===== src/perspective_plane_projection_top_defines.svh =====
// assertion macros shared by the projection block
`ifndef PERSPECTIVE_PLANE_PROJECTION_TOP_DEFINES_SVH
`define PERSPECTIVE_PLANE_PROJECTION_TOP_DEFINES_SVH
`ifndef ASSERT_OFF
`define PPP_ASSERT(lbl, clk, rst_n, expr, msg) \
    lbl: assert property (@(posedge clk) disable iff (!rst_n) (expr)) else $error(msg);
`define PPP_ASSERT_NEXT(lbl, clk, rst_n, ante, cons, msg) \
    lbl: assert property (@(posedge clk) disable iff (!rst_n) (ante) |=> (cons)) \
        else $error(msg);
`else
`define PPP_ASSERT(lbl, clk, rst_n, expr, msg)
`define PPP_ASSERT_NEXT(lbl, clk, rst_n, ante, cons, msg)
`endif
`endif


===== src/ppp_pkg.sv =====
`timescale 1ns / 1ps
`default_nettype none
package ppp_pkg;

    localparam int FRAC_BITS_DEF = 16;
    localparam int CFG_W         = 32;
    localparam int ADDR_W        = 5;
    localparam int DW            = 33;  // p - v
    localparam int SW            = 68;  // dot product sums
    localparam int MAGW          = 67;  // magnitudes of num and den
    localparam int QW            = 63;  // alpha magnitude bits
    localparam int QDEPTH        = 8;

    typedef enum logic [2:0] {
        REG_NORMAL_X = 3'd0,
        REG_NORMAL_Y = 3'd1,
        REG_NORMAL_Z = 3'd2,
        REG_VIEW_X   = 3'd3,
        REG_VIEW_Y   = 3'd4,
        REG_VIEW_Z   = 3'd5,
        REG_RHS      = 3'd6,
        REG_MARGIN   = 3'd7
    } t_reg_idx;

    typedef enum logic [1:0] {
        ST_OK       = 2'd0,
        ST_LOW      = 2'd1,
        ST_ZERO_DEN = 2'd2
    } t_status;

    typedef struct packed {
        logic signed [CFG_W-1:0] normal_x;
        logic signed [CFG_W-1:0] normal_y;
        logic signed [CFG_W-1:0] normal_z;
        logic signed [CFG_W-1:0] view_x;
        logic signed [CFG_W-1:0] view_y;
        logic signed [CFG_W-1:0] view_z;
        logic signed [CFG_W-1:0] plane_rhs;
        logic signed [CFG_W-1:0] margin;
    } t_cfg;

    typedef struct packed {
        logic zero_den;
        logic num_zero;
        logic num_neg;
        logic negq;
        logic ovf;
        logic last;
    } t_cls;

    typedef struct packed {
        t_cls                 cls;
        logic [MAGW-1:0]      rem;
        logic [QW-1:0]        nlo;
        logic [MAGW-1:0]      den;
        logic signed [DW-1:0] dx;
        logic signed [DW-1:0] dy;
        logic signed [DW-1:0] dz;
    } t_item;

endpackage
`default_nettype wire


===== src/ppp_regs.sv =====
`timescale 1ns / 1ps
`default_nettype none
module ppp_regs (
    input  wire                          i_clk,
    input  wire                          i_rst_n,
    input  wire                          psel,
    input  wire                          penable,
    input  wire                          pwrite,
    input  wire [ppp_pkg::ADDR_W-1:0]    paddr,
    input  wire [ppp_pkg::CFG_W-1:0]     pwdata,
    output logic [ppp_pkg::CFG_W-1:0]    prdata,
    output logic                         pready,
    output ppp_pkg::t_cfg                o_cfg
);
    import ppp_pkg::*;

    t_cfg     r_cfg;
    t_reg_idx idx;
    logic     wr;

    assign idx    = t_reg_idx'(paddr[ADDR_W-1:2]);
    assign wr     = psel && penable && pwrite;
    assign pready = 1'b1;
    assign o_cfg  = r_cfg;

    always_ff @(posedge i_clk) begin
        if (!i_rst_n) begin
            r_cfg.normal_x  <= '0;
            r_cfg.normal_y  <= '0;
            r_cfg.normal_z  <= 32'sd65536;
            r_cfg.view_x    <= '0;
            r_cfg.view_y    <= '0;
            r_cfg.view_z    <= '0;
            r_cfg.plane_rhs <= '0;
            r_cfg.margin    <= 32'sd66;
        end else if (wr) begin
            unique case (idx)
                REG_NORMAL_X: r_cfg.normal_x  <= pwdata;
                REG_NORMAL_Y: r_cfg.normal_y  <= pwdata;
                REG_NORMAL_Z: r_cfg.normal_z  <= pwdata;
                REG_VIEW_X:   r_cfg.view_x    <= pwdata;
                REG_VIEW_Y:   r_cfg.view_y    <= pwdata;
                REG_VIEW_Z:   r_cfg.view_z    <= pwdata;
                REG_RHS:      r_cfg.plane_rhs <= pwdata;
                REG_MARGIN:   r_cfg.margin    <= pwdata;
                default:      r_cfg           <= r_cfg;
            endcase
        end
    end

    always_comb begin
        unique case (idx)
            REG_NORMAL_X: prdata = r_cfg.normal_x;
            REG_NORMAL_Y: prdata = r_cfg.normal_y;
            REG_NORMAL_Z: prdata = r_cfg.normal_z;
            REG_VIEW_X:   prdata = r_cfg.view_x;
            REG_VIEW_Y:   prdata = r_cfg.view_y;
            REG_VIEW_Z:   prdata = r_cfg.view_z;
            REG_RHS:      prdata = r_cfg.plane_rhs;
            REG_MARGIN:   prdata = r_cfg.margin;
            default:      prdata = '0;
        endcase
    end
endmodule
`default_nettype wire


===== config.mk =====
export PLATFORM = sky130hd
export DESIGN_NAME = ppp_regs
export DESIGN_NICKNAME = d
export VERILOG_FILES = /design/src/perspective_plane_projection_top_defines.svh /design/src/ppp_pkg.sv /design/src/ppp_regs.sv
export SDC_FILE = /design/constraint.sdc
export NUM_CORES = 1
export LEC_CHECK = 0
export BUFFER_PORTS_ARGS = -buffer_cell sky130_fd_sc_hd__buf_2
export CAP_MARGIN = 10
export CORE_MARGIN = 2
export CORE_UTILIZATION = 40
export DETAILED_ROUTE_END_ITERATION = 7
export PLACE_DENSITY = 0.63
export SYNTH_ARGS = -nofsm -noshare
export SYNTH_HDL_FRONTEND = slang
export SYNTH_SLANG_ARGS = --single-unit

===== constraint.sdc =====
create_clock -name i_clk -period 1.8 [get_ports i_clk]
set_clock_uncertainty 0.2 [all_clocks]
set_input_delay 0.18 -clock i_clk [delete_from_list [all_inputs] [get_ports i_clk]]
set_output_delay 0.18 -clock i_clk [all_outputs]
set_load 0.05 [all_outputs]

Word-level counts from Yosys, hierarchy flattened --
Index checks and enable logic that the tools add are counted.
Word-level totals: logic and storage cells 27, flip-flop bits (word level) 256, output and inout port bits 289, input port bits 42
Operators by class: muxes and demuxes 1, eq/ne operators 7, reductions and logical operators 11
Operator list (number):
- case mux 32 bit (8 select lines) | 1
- AND reduction 2 bit | 8
- equality test 3 bit, second input constant | 4
- equality test 3 x 2 -> 1 bit, second input constant | 2
- equality test 3 x 1 -> 1 bit, second input constant | 1
- zero test 3 bit | 1
- logical AND 1 bit | 2

Longest topological paths before layout --
word-level depth 3, depth in mapped cells 7, mapped depth without buffers 4

Least setup slack after synthesis --
No wires, ideal clock.
kind input-to-output, start point input port paddr[3] (netlist name), end point output port prdata[25] (netlist name), stages 7, arrival time 1.838 ns, path buffers 4, setup slack -0.418 ns, required time 1.420 ns, path through buf_4 buf_6 buf_4 buf_2 a221oi_1 a21oi_1 a21oi_1
On the way: longest elaborated chain between the ends 2, elaborated cells on any way between the ends 9, those cells by class 7 x eq/ne; 1 x mux; 1 x reduce/logical
Ends and longest elaborated chain:
- start: declaration | line ppp_regs.sv:9 | input wire [ppp_pkg::ADDR_W-1:0] paddr,
- equality test 3 bit, or another cell as far along | line ppp_regs.sv:52 | unique case (idx)
- case mux 32 bit (8 select lines) (*) | line ppp_regs.sv:52
- end: declaration | line ppp_regs.sv:11 | output logic [ppp_pkg::CFG_W-1:0] prdata,
Mark *: on every way between the ends. The rest lies on a longest branch, timed or not.

Worst setup path in the final report --
start point register r_cfg (netlist bit o_cfg[95]), end point output port prdata[31] (netlist name)
On the way: longest elaborated chain between the ends 1
Ends and longest elaborated chain:
- start: declaration | line ppp_regs.sv:17 | t_cfg r_cfg;
- start signal: assignment | line ppp_regs.sv:46 | default: r_cfg <= r_cfg;
- case mux 32 bit (8 select lines) | line ppp_regs.sv:52
No other way between the ends.

==> flow_summary.json <==
{
  "status": "finished, violations left",
  "violations": "setup timing",
  "cts_tree": "done",
  "ys_seq_area_share_pct": 43.19,
  "setup_violations": 32,
  "ff_latch_area_sq_um": 5189,
  "yosysTopAreaCell": "dfxtp_1",
  "antenna_left": 0,
  "layout.nets": 1894,
  "hold_viol_final": 0,
  "wl_met3_um": 4180,
  "m1WireLength_um": 18880,
  "grt_start_max_net_pins": 116,
  "timing.final.crit_share_pct": 126.9,
  "syn_inst": 1469,
  "yosysWarnings": 0,
  "drc_errors": 0,
  "multiInputGateArea_sq_um": 6501,
  "swShare_pct": 25.96,
  "worstSetupPathType": "reg2out",
  "period_minus_slack_ps": 2284,
  "cts_sinks": 256,
  "leakagePower_uw": 0.007133,
  "grtUsageTotal_pct": 29.00,
  "critPathArrivalTime_ps": 1900,
  "rows": 63,
  "p_sw_uw": 3421,
  "grt_pass1_vias": 11500,
  "die_h_um": 176.2,
  "syn_area_sq_um": 11870,
  "largest_reg_flops": 256,
  "num_vias": 12010,
  "cp_top_family": "compound AO/OA/AOI/OAI gates",
  "grt_pass1_wl_um": 69570,
  "drt_iter0_markers": 1028,
  "drive_gt1_share_pct": 37.23,
  "syn_nets": 1511,
  "clkPwrFrac_pct": 44.8,
  "cts.clk_slew.worst_paths_ps": 60,
  "antenna_found_initial": 0,
  "crit_buf_inv": 2,
  "yosysTopAreaCellShare_pct": 43.19,
  "tightest_slew_ps": 798.1,
  "fillerInstances": 2687,
  "cp-end-kind": "output pin",
  "grt.overflow.total": 0,
  "clk_path_buf_depth": 3,
  "wl_per_cell_um": 20.64,
  "place_worst_setup_slack_ps": -713.8,
  "peakVddDrop_uv": 597.4,
  "synth_area_leaders": "dfxtp_1 (43%), nand2_1 (16%), a21boi_0 (8.0%)",
  "cts-buffers-inserted": 28,
  "synth-seq-cells": 256,
  "crit_chain": "mux2_4 > a22o_4 > a221oi_2 > buf_4 > nor2_4 > buf_6",
  "antenna_cells": 0,
  "cpMaxStageDelayCell": "dfxtp_1",
  "layout_commonest_cell": "nand2_1",
  "comb_power_share_pct": 11.6,
  "worst_slack_ps": -484.1,
  "rsz0062_at_grt": "yes",
  "area_delta_synth_final_pct": 43.10,
  "wl_met2_um": 22190,
  "start_util_pct": 40.36,
  "post-dp-hpwl_um": 30800,
  "post_synth.cell_area_avg_sq_um": 8.078,
  "clock_latency_ps": 540,
  "port_buffers": 327,
  "critical_path_peak_fanout": 2,
  "drt_wl_total_um": 46690,
  "io_pins": 331,
  "maxUsedRoutingLayer": "met4",
  "synthFlopType": "dfxtp_1",
  "slowest_delay_ps": 310,
  "die_area_sq_um": 31060,
  "p_total_uw": 13180,
  "core_sq_um": 29400,
  "hold_ws_ps": 172.9,
  "internal_power_uw": 9758,
  "vias_per_cell": 5.307,
  "die_w_um": 176.2,
  "post-route-util_pct": 57.76,
  "powerDensity_nw_per_um2": 776.1,
  "max-cap-violations": 0,
  "synth_edf_count": 0,
  "max_freq_ghz": 0.4378,
  "hp-class": "in2reg",
  "first_pass_iters": 6,
  "slew_headroom_pct": 46.67,
  "layout_common_cells": "nand2_1 (514), buf_2 (291), dfxtp_1 (205), a21boi_0 (127), a21boi_1 (126)",
  "cts_max_level": 1,
  "cts_root_buf": "clkbuf_16",
  "slew_viol_final": 0,
  "async_reset_ff_share_pct": 0,
  "start_kind": "flip-flop",
  "synthDistinctLibCells": 34,
  "seq_power_share_pct": 43.6,
  "crit_required_ps": 1420,
  "routabilityCongestion": 0.8783
}
-- metrics by stage --
step | instances | TNS [ps] | area [sq um]
2_1_floorplan | 1469 | -1130 | 12200
3_3_place_gp | 2158 | -58890 | 14940
3_5_place_dp | 2158 | -61390 | 14940
4_1_cts | 2254 | -12520 | 16800
5_1_grt | 2262 | -14020 | 16980
6_report | 2262 | -11760 | 16980
-- worst reg2reg max path, cell delays in order, from the launching register on --
cell,delay (ps)
dfxtp_2,320
buf_4,130
buf_4,130
nand2_1,50
a21boi_1,60
-- Yosys cell counts, drive strengths merged (3+ instances only) --
library cell and instances:
a21boi 253, a21oi 9, a221oi 56, a22o 33, a32oi 4, buf 98
clkbuf 56, dfxtp 256, inv 32, mux2 26, mux2i 32, nand2 514
nand2b 7, nor2 64, nor2b 4, or2 6, or3 3
-- final timing paths --
| path | from | endpoint | slack, ps | depth (start not counted) |
|---|---|---|---|---|
| min | penable | o_cfg[138] | 170 | 7 |
| max reg2reg | o_cfg[217] | o_cfg[217] | 810 | 4 |
| max | o_cfg[95] | prdata[31] | -480 | 6 |
| min reg2reg | o_cfg[179] | o_cfg[179] | 270 | 2 |
-- kinds of logic after synthesis --
kind of cell | after synthesis | synth area share (%)
flops | 256 | 43.19
mux | 58 | 5.167
simple gates | 605 | 19.95
other cells | 1 | 0.03160
compound gates | 363 | 23.78
buf+inv | 186 | 7.887
-- area by class of cell --
class / count / share of cell area [%]
multi-input combinational: 1028 / 38.28
tap: 390 / 2.874
clock inverter: 13 / 0.8473
clock buffer: 37 / 4.627
sequential: 256 / 30.56
inverter: 32 / 0.7073
timing repair buffer: 506 / 22.10
-- layer usage --
layer | vias to the layer above | GRT usage, %
li1 | 5653 | -
met1 | 5744 | 36.05
met2 | 522 | 49.25
met3 | 86 | 7.149
met4 | 0 | 9.435
met5 | - | 0
-- power groups by stage --
stage                     clock network [uW]  registers [uW]  logic (uW)
after floorplan                            0            6010         771
after global placement                     0            5870        1320
after detailed placement                   0            5870        1320
after CTS                               5970            5740        1500
after global routing                    6230            5740        1600
final                                   5910            5740        1530
-- repair_timing --
action | in CTS | in global routing
setup buffers | 12 | 8
pin swaps | 19 | 16
cloned | 1 | 0
endpoints found under the hold margin | 256 | 0
resized for setup | 143 | 21
setup endpoints to repair | 32 | 32
hold buffers | 33 | 0
Power figures use the tool's default switching activity.
