`src/perspective_plane_projection_top_defines.svh`:
```
// assertion macros shared by the projection block
`ifndef PERSPECTIVE_PLANE_PROJECTION_TOP_DEFINES_SVH
`define PERSPECTIVE_PLANE_PROJECTION_TOP_DEFINES_SVH
`ifndef ASSERT_OFF
`define PPP_ASSERT(lbl, clk, rst_n, expr, msg) \
    lbl: assert property (@(posedge clk) disable iff (!rst_n) (expr)) else $error(msg);
`define PPP_ASSERT_NEXT(lbl, clk, rst_n, ante, cons, msg) \
    lbl: assert property (@(posedge clk) disable iff (!rst_n) (ante) |=> (cons)) \
        else $error(msg);
`else
`define PPP_ASSERT(lbl, clk, rst_n, expr, msg)
`define PPP_ASSERT_NEXT(lbl, clk, rst_n, ante, cons, msg)
`endif
`endif

```
`src/ppp_pkg.sv`:
```
`timescale 1ns / 1ps
`default_nettype none
package ppp_pkg;

    localparam int FRAC_BITS_DEF = 16;
    localparam int CFG_W         = 32;
    localparam int ADDR_W        = 5;
    localparam int DW            = 33;  // p - v
    localparam int SW            = 68;  // dot product sums
    localparam int MAGW          = 67;  // magnitudes of num and den
    localparam int QW            = 63;  // alpha magnitude bits
    localparam int QDEPTH        = 8;

    typedef enum logic [2:0] {
        REG_NORMAL_X = 3'd0,
        REG_NORMAL_Y = 3'd1,
        REG_NORMAL_Z = 3'd2,
        REG_VIEW_X   = 3'd3,
        REG_VIEW_Y   = 3'd4,
        REG_VIEW_Z   = 3'd5,
        REG_RHS      = 3'd6,
        REG_MARGIN   = 3'd7
    } t_reg_idx;

    typedef enum logic [1:0] {
        ST_OK       = 2'd0,
        ST_LOW      = 2'd1,
        ST_ZERO_DEN = 2'd2
    } t_status;

    typedef struct packed {
        logic signed [CFG_W-1:0] normal_x;
        logic signed [CFG_W-1:0] normal_y;
        logic signed [CFG_W-1:0] normal_z;
        logic signed [CFG_W-1:0] view_x;
        logic signed [CFG_W-1:0] view_y;
        logic signed [CFG_W-1:0] view_z;
        logic signed [CFG_W-1:0] plane_rhs;
        logic signed [CFG_W-1:0] margin;
    } t_cfg;

    typedef struct packed {
        logic zero_den;
        logic num_zero;
        logic num_neg;
        logic negq;
        logic ovf;
        logic last;
    } t_cls;

    typedef struct packed {
        t_cls                 cls;
        logic [MAGW-1:0]      rem;
        logic [QW-1:0]        nlo;
        logic [MAGW-1:0]      den;
        logic signed [DW-1:0] dx;
        logic signed [DW-1:0] dy;
        logic signed [DW-1:0] dz;
    } t_item;

endpackage
`default_nettype wire

```
`src/ppp_fifo.sv`:
```
`timescale 1ns / 1ps
`default_nettype none
`include "perspective_plane_projection_top_defines.svh"
module ppp_fifo #(
    parameter int WIDTH = 8,
    parameter int DEPTH = ppp_pkg::QDEPTH
) (
    input  wire               i_clk,
    input  wire               i_rst_n,
    input  wire               i_push,
    input  wire [WIDTH-1:0]   i_data,
    input  wire               i_pop,
    output logic [WIDTH-1:0]  o_data,
    output logic              o_empty
);
    localparam int PW = (DEPTH > 1) ? $clog2(DEPTH) : 1;
    localparam int CW = $clog2(DEPTH + 1);

    logic [WIDTH-1:0] r_mem [DEPTH];
    logic [PW-1:0]    r_wr;
    logic [PW-1:0]    r_rd;
    logic [CW-1:0]    r_count;

    function automatic logic [PW-1:0] nxt(input logic [PW-1:0] p);
        return (p == PW'(DEPTH - 1)) ? '0 : p + 1'b1;
    endfunction

    always_ff @(posedge i_clk) begin
        if (!i_rst_n) begin
            r_wr    <= '0;
            r_rd    <= '0;
            r_count <= '0;
        end else begin
            if (i_push) r_wr <= nxt(r_wr);
            if (i_pop)  r_rd <= nxt(r_rd);
            if (i_push && !i_pop)      r_count <= r_count + 1'b1;
            else if (i_pop && !i_push) r_count <= r_count - 1'b1;
        end
    end

    always_ff @(posedge i_clk) begin
        if (i_push) r_mem[r_wr] <= i_data;
    end

    assign o_data  = r_mem[r_rd];
    assign o_empty = (r_count == '0);

    `PPP_ASSERT(a_no_overflow, i_clk, i_rst_n, !i_push || i_pop || r_count < CW'(DEPTH), "push into full queue")
    `PPP_ASSERT(a_no_underflow, i_clk, i_rst_n, !i_pop || r_count != '0, "pop from empty queue")
    `PPP_ASSERT_NEXT(a_count_up, i_clk, i_rst_n, i_push && !i_pop, r_count == $past(r_count) + 1'b1, "count did not follow push")
endmodule
`default_nettype wire

```
`config.mk`:
```
export PLATFORM = sky130hd
export DESIGN_NAME = ppp_fifo
export DESIGN_NICKNAME = d
export VERILOG_FILES = /design/src/ppp_pkg.sv /design/src/ppp_fifo.sv
export VERILOG_INCLUDE_DIRS = /design/src /design/src/src
export SDC_FILE = /design/constraint.sdc
export NUM_CORES = 1
export LEC_CHECK = 0
export ABC_AREA = 0
export BUFFER_PORTS_ARGS = -buffer_cell sky130_fd_sc_hd__buf_2
export CAP_MARGIN = 20
export CORE_UTILIZATION = 45
export CTS_BUF_LIST = sky130_fd_sc_hd__clkbuf_4 sky130_fd_sc_hd__clkbuf_8
export DETAILED_ROUTE_END_ITERATION = 10
export GPL_ROUTABILITY_DRIVEN = 0
export GPL_TIMING_DRIVEN = 0
export PLACE_DENSITY = 0.6
export REMOVE_ABC_BUFFERS = 1
export SLEW_MARGIN = 20
export SYNTH_ARGS = -nofsm -noshare
export SYNTH_HDL_FRONTEND = slang
export SYNTH_SLANG_ARGS = --single-unit
```
`constraint.sdc`:
```
create_clock -name i_clk -period 2.7 [get_ports i_clk]
set_input_delay 0.81 -clock i_clk [delete_from_list [all_inputs] [get_ports i_clk]]
set_output_delay 0.81 -clock i_clk [all_outputs]
set_load 0.02 [all_outputs]
```
After elaboration in Yosys (flattened, before gate mapping)
Memory sizes are Yosys's and may differ from the RTL's. A register that Yosys moved wholly into a read port is not among the register bits.
Index checks and enable logic that the tools add are counted.
- flip-flop bits (word level): 10
- bits in writable memories: 64
- input port bits: 12
- output and inout port bits: 9
- word-level logic and storage cells: 24
- memories kept: 1
- memory list (name ; depth ; bits a word ; read ports ; clocked after memory_dff ; write ports ; line ; text):
    r_mem ; 8 ; 8 ; 1 ; 1 ; 1 ; ppp_fifo.sv:19 ; logic [WIDTH-1:0] r_mem [DEPTH];
- add/subtract/negate cells: 4
- eq/ne operators: 2
- mux-type cells: 8
- reduce and logical (&&, ||, !) cells: 6
- operators with widths (operator ; number):
    3-bit two-way mux ; 4
    4-bit two-way mux ; 2
    3-bit by 1-bit adder with 3-bit output, second input constant ; 2
    3-bit == test, second input constant ; 2
    4-bit by 1-bit adder with 4-bit output, second input constant ; 1
    4-bit zero test ; 1
    4-bit by 1-bit subtractor with 4-bit output, second input constant ; 1
    1-bit logical AND ; 2
    1-bit zero test ; 2
    1-bit two-way mux ; 2
    2-bit nonzero test ; 1

Longest topological paths before layout
Gate-level depths: netlist of the first run.
- depth in word-level cells: 4
- gate-level depth with buffers: 8
- depth with buffers taken out: 8

Worst setup path before layout of the first run
OpenSTA, ideal clock, no wires.
- kind: reg2out
- from: reg with a tool-made name
- to: out o_data[1]
- arrival time: 1412 ps
- required time: 1890 ps
- setup slack: 478 ps
- stages on the path, launching flop included: 5
- cells stage by stage: dfxtp_1 -> buf_6 -> buf_12 -> mux4_1 -> mux2_2
- RTL lines (element ; line ; text):
    end: declaration ; ppp_fifo.sv:13 ; output logic [WIDTH-1:0] o_data,

==> flow_summary_export.csv, run 1 <==
group,metric,value,unit
synthesis,synth_area_per_cell,18.8,sq um
sta,setup_viol,0,
final_layout,final_cells,277,
power_and_ir_drop,leakage,1.22,nW
outcome,status,"finished clean",
placed_design,dp_cells,259,
sta,timing.final.max_slew_violations,0,
clocking,h-tree-depth,3,
final_layout,fillers,561,
routing,vias_per_cell,5.53,
sta,fmax,373,MHz
sta,hold_viol,0,
setup_path,timing.rr.end,"r_mem[6][3]$_DFFE_PP_",
synthesis,synth.distinct_cells,28,
synthesis,synth_commonest_cells,"64 x edfxtp_1, 15 x mux4_1, 13 x dfxtp_1",
setup_path,cp-endpoint,"o_data[4]",
setup_path,start_kind,"register",
synthesis,synthArstFlopShare,0,%
setup_path,crit_type,"reg -> out",
global_route,grt_overflow,0,
sta,tns,0,ns
sta,worst_slew_pin_slew,0.935,ns
clocking,clk_path_buf_depth,2,
clocking,cts_tree,"done",
routing,drt-total-wl,5370,um
die,io_pins,21,
setup_path,timing.rr.start,"r_wr[2]$_SDFFE_PN0P_",
setup_path,rr_worst_depth,2,
synthesis,yosysWarnings,0,
power_and_ir_drop,clkPwrFrac,34.7,%
final_layout,area_growth,12.2,%
sta,slew_headroom,37.4,%
final_layout,antennaDiodeCount,0,
clocking,insertion_delay,0.34,ns
clocking,clock_tree.root_cell,"clkbuf_8",
global_route,grt_first_pass_wirelength,8370,um
synthesis,ys_ff_latch,77,
synthesis,ys.flop_type,"edfxtp_1",
routing,wire_per_inst,19.4,um
final_layout,finish.utilization,51.9,%
synthesis,synth_most_common_cell,"edfxtp_1",
final_layout,multi_input_area,876,sq um
synthesis,syn_area,0.00313,sq mm
power_and_ir_drop,internal-power,1.88,mW
clocking,cts_buffers,9,
routing,ant_nets,0,
power_and_ir_drop,peakVddDrop,0.000400,V
sta,finalCritPeriodShare,99.2,%
placed_design,dp_hpwl,3370,um
synthesis,yosys.area.top_type,"edfxtp_1",
die,die_h,85.3,um
synthesis,synthTopCellsByArea,"edfxtp_1 61%, mux4_1 13%, dfxtp_1 8.3%",
synthesis,syn_inst,166,
setup_path,crit_arrival,1.87,ns
routing,drt_iter0_drc,93,
power_and_ir_drop,power.density,696,mW/mm^2
power_and_ir_drop,swShare,23.2,%
placed_design,post_dp_cell_area,0.00328,sq mm
synthesis,yosysSeqAreaShare,69.8,%
setup_path,cp_max_fo,7,
setup_path,crit_required,1.89,ns
power_and_ir_drop,combPwrFrac,9.8,%
final_layout,seq_area,0.00219,sq mm
die,core_area,0.00676,sq mm
global_route,grt_usage,16.4,%
global_route,grt_max_degree,17,
sta,final.min_clock_period,2.68,ns
routing,dr.pass1.iters,4,
global_route,grt_pass1_vias,1633,
die,initial_utilization,46.3,%
clocking,cts_sinks,77,
die,rows,30,
synthesis,synth_edf_count,64,
setup_path,r2r_setup_slack,1.02,ns
final_layout,drive_gt1_share,27.9,%
synthesis,yosys.area.top_type_share,61.5,%
placed_design,port_buffers,20,
die,fp.dieArea,0.00728,sq mm
global_route,grt_antenna_before_repair,0,
sta,finalClockSkew,0.00563,ns
worst_hold_path,hold_class,"reg -> reg",
power_and_ir_drop,seq_power_share,55.5,%
routing,drcViolationCount,0,
power_and_ir_drop,switching_power,0.565,mW
sta,rsz0062_at_grt,"true",
worst_hold_path,hold_depth,2,
routing,vias,1531,
clocking,cts.clk_slew.worst_paths,0.08,ns
final_layout,design_area,0.00351,sq mm
setup_path,crit_path_end_kind,"primary output",
final_layout,layout.nets,212,
die,die_x,85.3,um
run,cap_violations,0,
sta,fin_hold_ws,0.504,ns
[power groups by stage]
| stage | logic, mW | clock network (mW) | registers, mW |
|---|---|---|---|
| floorplan | 0.154 | 0 | 1.38 |
| global placement | 0.205 | 0 | 1.38 |
| detailed placement | 0.223 | 0 | 1.39 |
| CTS | 0.240 | 0.864 | 1.35 |
| global route | 0.258 | 0.918 | 1.36 |
| finish | 0.239 | 0.846 | 1.36 |
[placed cells by master, fill, tap and decap left out]
cell and n:
dfxtp_2 1, xnor2_1 2, nand2_1 7, a211oi_1 1, fa_1 1, clkinv_4 1, bufinv_16 1, nor4_1 1
dfxtp_1 11, dfxtp_4 1, nand3_1 1, a31oi_1 1, mux2i_1 4, ha_1 7, nor3_1 1, inv_1 3
clkinv_2 2, edfxtp_1 64, nor2b_1 5, and2_1 4, clkbuf_4 1, buf_12 2, a21oi_1 3, o21ai_0 2
nor3_2 2, inv_4 2, mux4_1 11, mux2_2 8, mux4_2 5, nand2b_1 4, buf_2 20, o22ai_1 1
clkbuf_8 9, nor2_1 8
[critical path, stage by stage (launching register included)]
cell,delay (ns)
dfxtp_4,0.40
buf_12,0.14
mux4_1,0.54
mux2_2,0.28
buf_2,0.16
[state kept, by name, indices dropped and copies added, names as in the netlist, named ones only]
| name | flops |
|---|---|
| r_mem | 64 |
| r_count | 4 |
| r_rd | 3 |
| r_wr | 3 |
[cells by family after synthesis]
logic type,after synthesis,synth area share [%]
xor gates and xnor gates,2,0.561
AOI/OAI and AO/OA,8,1.44
muxes,28,17.5
DFF,77,69.8
buffers and inverters,10,2.00
and+or+nand+nor,33,5.24
adders and majority gates,8,3.44
[through the flow]
step	setup slack [ns]	power, mW
2_1_floorplan	0.249	1.53
3_3_place_gp	-0.155	1.59
3_5_place_dp	-0.173	1.61
4_1_cts	0.00303	2.46
5_1_grt	-0.0306	2.54
6_report	0.0223	2.44
[cell type report]
cell class | count | share of cell area (%)
flip-flops and latches | 77 | 62.4
multi-input cells | 79 | 25.0
inverters | 3 | 0.321
well taps | 80 | 2.85
clock buffers | 10 | 3.75
repair buffers | 22 | 4.00
clock inverters | 6 | 1.75
[timing repair]
| item | in CTS | in global routing |
|---|---|---|
| hold buffers | 0 | 0 |
| buffers inserted | 2 | 0 |
| resized for setup | 3 | 4 |
| cloned | 0 | 0 |
| endpoints found under the setup margin | 8 | 8 |
[metal layers]
layer	GRT usage, %	up-vias	share of wire (%)
met1	18.1	790	42
met5	0	-	0
met4	9.09	0	2.3
met3	3.99	10	2.8
met2	29.1	24	53
li1	-	707	-
[worst min-delay path by stage]
stage | start | to | slack, ns
detailed placement | r_count[3]$_SDFFE_PN0P_ | r_count[3]$_SDFFE_PN0P_ | 0.49
global route | r_count[3]$_SDFFE_PN0P_ | r_count[3]$_SDFFE_PN0P_ | 0.55
finish | r_count[3]$_SDFFE_PN0P_ | r_count[3]$_SDFFE_PN0P_ | 0.50
CTS | r_count[3]$_SDFFE_PN0P_ | r_count[3]$_SDFFE_PN0P_ | 0.51
floorplan | r_count[3]$_SDFFE_PN0P_ | r_count[3]$_SDFFE_PN0P_ | 0.45
global placement | r_count[3]$_SDFFE_PN0P_ | r_count[3]$_SDFFE_PN0P_ | 0.45
Note: power is estimated with default switching activity, not from simulation.
==> inputs of run 2 (changes only) <==
--- a/config.mk
+++ b/config.mk
@@ -9,12 +9,12 @@
 export ABC_AREA = 0
 export BUFFER_PORTS_ARGS = -buffer_cell sky130_fd_sc_hd__buf_2
 export CAP_MARGIN = 20
-export CORE_UTILIZATION = 45
+export CORE_UTILIZATION = 30
 export CTS_BUF_LIST = sky130_fd_sc_hd__clkbuf_4 sky130_fd_sc_hd__clkbuf_8
 export DETAILED_ROUTE_END_ITERATION = 10
 export GPL_ROUTABILITY_DRIVEN = 0
 export GPL_TIMING_DRIVEN = 0
-export PLACE_DENSITY = 0.6
+export PLACE_DENSITY = 0.43
 export REMOVE_ABC_BUFFERS = 1
 export SLEW_MARGIN = 20
 export SYNTH_ARGS = -nofsm -noshare
==> flow_summary_export.csv, run 2 (synthesis gave the netlist of run 1 again) <==
group,metric,value,unit
setup_path,crit_required,1.89,ns
setup_path,max_stage_delay,0.56,ns
power_and_ir_drop,power.density,655,mW/mm^2
sta,rsz0062_at_grt,"true",
routing,ant_nets,0,
sta,setup_viol,0,
power_and_ir_drop,leakage,1.22,nW
clocking,cts.clk_slew.worst_paths,0.07,ns
placed_design,post_dp_cell_area,0.00337,sq mm
final_layout,drive_gt1_share,27.6,%
setup_path,cp_max_fo,8,
clocking,insertion_delay,0.33,ns
sta,timing.final.max_slew_violations,0,
die,rows,36,
routing,vias_per_cell,4.57,
setup_path,cpLargestDelayFamily,"multiplexers",
sta,finalCritPeriodShare,97.9,%
global_route,grt_antenna_before_repair,0,
run,cap_violations,0,
setup_path,crit_arrival,1.83,ns
placed_design,dp_cells,314,
routing,drt-total-wl,5640,um
final_layout,most-common-layout-cells,"64 x edfxtp_1, 20 x buf_2, 11 x mux4_1, 11 x dfxtp_1, 9 x clkbuf_8",
final_layout,largest_reg_flops,64,
worst_hold_path,hold_class,"reg -> reg",
power_and_ir_drop,swShare,22.4,%
sta,worst_slew_pin_slew,1.01,ns
power_and_ir_drop,peakVddDrop,0.000217,V
power_and_ir_drop,internal-power,1.81,mW
sta,fmax,378,MHz
power_and_ir_drop,combPwrFrac,10.3,%
global_route,grt_first_pass_wirelength,8590,um
clocking,cts_sinks,77,
die,io_pins,21,
outcome,status,"finished clean",
final_layout,area_growth,14.0,%
routing,vias,1516,
power_and_ir_drop,clkPwrFrac,31.7,%
sta,slew_headroom,32.3,%
die,initial_utilization,31.4,%
die,die_x,104,um
clocking,cts_tree,"done",
setup_path,crit_path_end_kind,"primary output",
final_layout,antennaDiodeCount,0,
die,die_h,104,um
placed_design,port_buffers,20,
power_and_ir_drop,switching_power,0.523,mW
sta,setup_slack,0.0568,ns
global_route,grt_usage,11.0,%
sta,finalClockSkew,0.00812,ns
sta,final.min_clock_period,2.64,ns
power_and_ir_drop,seq_power_share,58.0,%
setup_path,cp_slowest_cell,"mux4_1",
final_layout,final_common_cell,"edfxtp_1",
routing,wire_per_inst,17.0,um
routing,drcViolationCount,0,
clocking,holdBufCountCts,0,
clocking,cts_buffers,9,
setup_path,path_buf_inv,2,
setup_path,path_cells,"buf_12, mux4_1, mux2_2, buf_2",
final_layout,reg_top3,"r_mem (64), r_count (4)",
global_route,grt_max_degree,17,
routing,drt_iter0_drc,45,
die,fp.dieArea,0.0108,sq mm
clocking,clk_path_buf_depth,2,
placed_design,pre_cts_ws,-0.213,ns
global_route,grt_pass1_vias,1622,
routing,dr.pass1.iters,4,
setup_path,crit_type,"reg -> out",
final_layout,top_register,"r_mem",
die,core_area,0.00995,sq mm
clocking,h-tree-depth,3,
clocking,clock_tree.root_cell,"clkbuf_8",
global_route,grt_overflow,0,
final_layout,finish.utilization,35.8,%
final_layout,final_cells,332,
final_layout,layout.nets,214,
final_layout,design_area,0.00356,sq mm
placed_design,dp_hpwl,3610,um
setup_path,start_kind,"register",
sta,hold_viol,0,
[run 2: cell types whose count changed in the layout (fill, tap and decap cells not counted), sizes merged]
cell / previous run / this run
inv: 5 / 3
bufinv: 1 / 0
clkbuf: 10 / 13
buf: 22 / 24
[run 2: path summary, 6_finish.rpt]
kind / slack (ns) / endpoint / startpoint / depth (start not counted)
max: 0.06 / o_data[1] / register / 4
min: 0.47 / r_count[3]$_SDFFE_PN0P_ / r_count[3]$_SDFFE_PN0P_ / 2
max reg2reg: 0.94 / r_mem[5][0]$_DFFE_PP_ / r_wr[2]$_SDFFE_PN0P_ / 2
min reg2reg: 0.47 / r_count[3]$_SDFFE_PN0P_ / r_count[3]$_SDFFE_PN0P_ / 2
[run 2: worst reg2reg max path, cell delays in order, from the launching register on]
cell and delay, ns:
dfxtp_1 0.48, nand2_1 0.12, nor2_1 0.78
[run 2: layout make-up]
| class | count | area [sq um] |
|---|---|---|
| fillers | 929 | 6390 |
| well taps | 133 | 166 |
| clock inverters | 3 | 12.5 |
| inverters | 3 | 11.3 |
| repair buffers | 24 | 155 |
| flip-flops and latches | 77 | 2190 |
| multi-input cells | 79 | 876 |
| clock buffers | 13 | 154 |
[run 2: power groups by stage]
stage / Clock [mW] / Combinational [mW] / Sequential [mW]
floorplan: 0 / 0.154 / 1.38
global placement: 0 / 0.211 / 1.38
detailed placement: 0 / 0.225 / 1.39
CTS: 0.759 / 0.243 / 1.35
global route: 0.814 / 0.262 / 1.36
finish: 0.739 / 0.240 / 1.35
[run 2: per-layer routing]
metal | share of wire, % | GRT usage [%] | wire length (um) | vias up
li1 | - | - | - | 712
met1 | 44 | 12.8 | 2460 | 768
met2 | 52 | 18.6 | 2910 | 32
met3 | 3.9 | 3.32 | 221 | 4
met4 | 0.76 | 5.20 | 43 | 0
met5 | 0 | 0 | 0 | -
[run 2: what timing repair did]
| item | in CTS | in global routing |
|---|---|---|
| buffers inserted | 2 | 0 |
| endpoints found under the setup margin | 8 | 4 |
| gates resized for setup | 3 | 4 |
| pin swaps | 0 | 0 |
[run 2: per-stage QoR]
step / power (mW) / hold WS [ns] / setup TNS [ns]
6_report: 2.33 / 0.473 / 0
4_1_cts: 2.36 / 0.478 / 0
3_3_place_gp: 1.60 / 0.462 / -2.14
3_5_place_dp: 1.61 / 0.470 / -1.52
2_1_floorplan: 1.53 / 0.446 / 0
5_1_grt: 2.43 / 0.507 / -0.0113
==> inputs of run 3 (changes only) <==
--- a/config.mk
+++ b/config.mk
@@ -13,7 +13,6 @@
 export CTS_BUF_LIST = sky130_fd_sc_hd__clkbuf_4 sky130_fd_sc_hd__clkbuf_8
 export DETAILED_ROUTE_END_ITERATION = 10
 export GPL_ROUTABILITY_DRIVEN = 0
-export GPL_TIMING_DRIVEN = 0
 export PLACE_DENSITY = 0.43
 export REMOVE_ABC_BUFFERS = 1
 export SLEW_MARGIN = 20
==> flow_summary_export.csv, run 3 (synthesis gave the netlist of run 1 again) <==
group,metric,value,unit
setup_path,cp-endpoint,"o_data[0]",
sta,finalCritPeriodShare,97.8,%
clocking,post_cts_buffers,0,
routing,drt_iter0_drc,64,
routing,wire_per_inst,18.0,um
clocking,cts.clk_slew.worst_paths,0.08,ns
die,die_h,104,um
final_layout,finish.utilization,37.1,%
routing,vias_per_cell,4.60,
clocking,insertion_delay,0.34,ns
die,initial_utilization,31.4,%
placed_design,dp_hpwl,3610,um
setup_path,timing.rr.start,"r_count[2]$_SDFFE_PN0P_",
routing,vias,1559,
setup_path,cp_max_fo,8,
placed_design,port_buffers,20,
global_route,grt_max_degree,17,
setup_path,rr_worst_depth,5,
power_and_ir_drop,power.density,727,mW/mm^2
setup_path,r2r_setup_slack,1.25,ns
power_and_ir_drop,peakVddDrop,0.000323,V
routing,dr.pass1.iters,4,
global_route,grt_antenna_before_repair,0,
clocking,h-tree-depth,3,
worst_hold_path,hold_class,"reg -> reg",
sta,worst_slew_pin_slew,0.570,ns
global_route,grt_overflow,0,
final_layout,drive_gt1_share,35.0,%
final_layout,largest_reg_flops,64,
final_layout,antennaDiodeCount,0,
die,core_area,0.00995,sq mm
final_layout,final_common_cell,"edfxtp_1",
setup_path,crit_required,1.89,ns
sta,fmax,379,MHz
die,rows,36,
sta,final.min_clock_period,2.64,ns
sta,rsz0062_at_grt,"true",
routing,drt-total-wl,6110,um
setup_path,crit_arrival,1.83,ns
clocking,cts_buffers,9,
die,io_pins,21,
sta,timing.final.max_slew_violations,0,
sta,hold_viol,0,
run,cap_violations,0,
setup_path,crit_path_end_kind,"primary output",
die,die_x,104,um
clocking,cts_sinks,77,
clocking,clk_path_buf_depth,2,
final_layout,reg_top3,"r_mem (64), r_count (4)",
global_route,grt_first_pass_wirelength,9320,um
setup_path,timing.rr.end,"r_count[3]$_SDFFE_PN0P_",
placed_design,post_dp_cell_area,0.00343,sq mm
final_layout,layout.nets,221,
power_and_ir_drop,leakage,1.27,nW
die,fp.dieArea,0.0108,sq mm
outcome,status,"finished clean",
final_layout,fillers,925,
sta,finalClockSkew,0.0109,ns
final_layout,top_register,"r_mem",
sta,setup_viol,0,
global_route,grt_usage,12.0,%
clocking,cts_tree,"done",
final_layout,area_growth,18.1,%
routing,ant_nets,0,
setup_path,start_kind,"register",
routing,drcViolationCount,0,
global_route,grt_pass1_vias,1675,
setup_path,crit_type,"reg -> out",
sta,slew_headroom,62.0,%
sta,tns,0,ns
clocking,holdBufCountCts,0,
final_layout,design_area,0.00369,sq mm
final_layout,most-common-layout-cells,"64 x edfxtp_1, 16 x mux4_2, 15 x buf_2, 12 x dfxtp_1",
clocking,clock_tree.root_cell,"clkbuf_8",
-- run 3: cell count changes in the layout (fill, tap and decap cells not counted), sizes merged --
cell	before	now
bufinv	0	3
clkbuf	13	12
clkinv	3	0
buf	24	31
clkinvlp	0	1
-- run 3: cell type report --
class	count	area (sq um)	area share, %
clock buffers	12	153	4.13
clock inverters	4	97.6	2.64
inverters	3	11.3	0.305
multi-input cells	79	836	22.6
flip-flops and latches	77	2190	59.2
well taps	133	166	4.51
repair buffers	31	243	6.57
-- run 3: per-stage QoR --
| step | hold slack, ns | instances | worst slack, ns | total power [mW] |
|---|---|---|---|---|
| 3_3_place_gp | 0.456 | 322 | 0.359 | 1.61 |
| 6_report | 0.484 | 339 | 0.0585 | 2.68 |
| 3_5_place_dp | 0.474 | 322 | 0.239 | 1.62 |
| 4_1_cts | 0.485 | 339 | -0.0164 | 2.70 |
| 2_1_floorplan | 0.446 | 159 | 0.249 | 1.53 |
| 5_1_grt | 0.536 | 339 | -0.0187 | 2.79 |
-- run 3: how the worst min path moves through the flow --
stage / startpoint / end / slack, ns / cells past startpoint
finish: r_count[3]$_SDFFE_PN0P_ / r_count[3]$_SDFFE_PN0P_ / 0.48 / 2
global route: r_count[3]$_SDFFE_PN0P_ / r_count[3]$_SDFFE_PN0P_ / 0.54 / 2
CTS: r_count[3]$_SDFFE_PN0P_ / r_count[3]$_SDFFE_PN0P_ / 0.49 / 2
detailed placement: r_count[3]$_SDFFE_PN0P_ / r_count[3]$_SDFFE_PN0P_ / 0.47 / 2
global placement: r_count[3]$_SDFFE_PN0P_ / r_count[3]$_SDFFE_PN0P_ / 0.46 / 2
floorplan: r_count[3]$_SDFFE_PN0P_ / r_count[3]$_SDFFE_PN0P_ / 0.45 / 2
-- run 3: layer usage --
| metal | vias to the layer above | wire [um] | GRT usage [%] | part of all wire, % |
|---|---|---|---|---|
| li1 | 713 | - | - | - |
| met5 | - | 0 | 0 | 0 |
| met3 | 6 | 227 | 3.63 | 3.7 |
| met1 | 812 | 2710 | 13.9 | 44 |
| met4 | 0 | 51 | 4.90 | 0.84 |
| met2 | 28 | 3110 | 20.5 | 51 |
-- run 3: repair_timing --
| item | 4_1_cts | 5_1_grt |
|---|---|---|
| resized for setup | 14 | 16 |
| cloned | 1 | 0 |
| pin swaps | 0 | 0 |
| setup endpoints to repair | 8 | 7 |
-- run 3: critical path, stage by stage, from the launching register on --
cell	delay, ns
dfxtp_4	0.40
buf_12	0.15
mux4_2	0.50
mux2_4	0.30
buf_6	0.13
-- run 3: power by group --
| part | switching, mW | internal (mW) | total [mW] | leakage, nW |
|---|---|---|---|---|
| clock | 0.399 | 0.661 | 1.06 | 0.124 |
| sequential | 0.0260 | 1.32 | 1.35 | 0.689 |
| combinational | 0.136 | 0.137 | 0.274 | 0.457 |
| total | 0.561 | 2.12 | 2.68 | 1.27 |
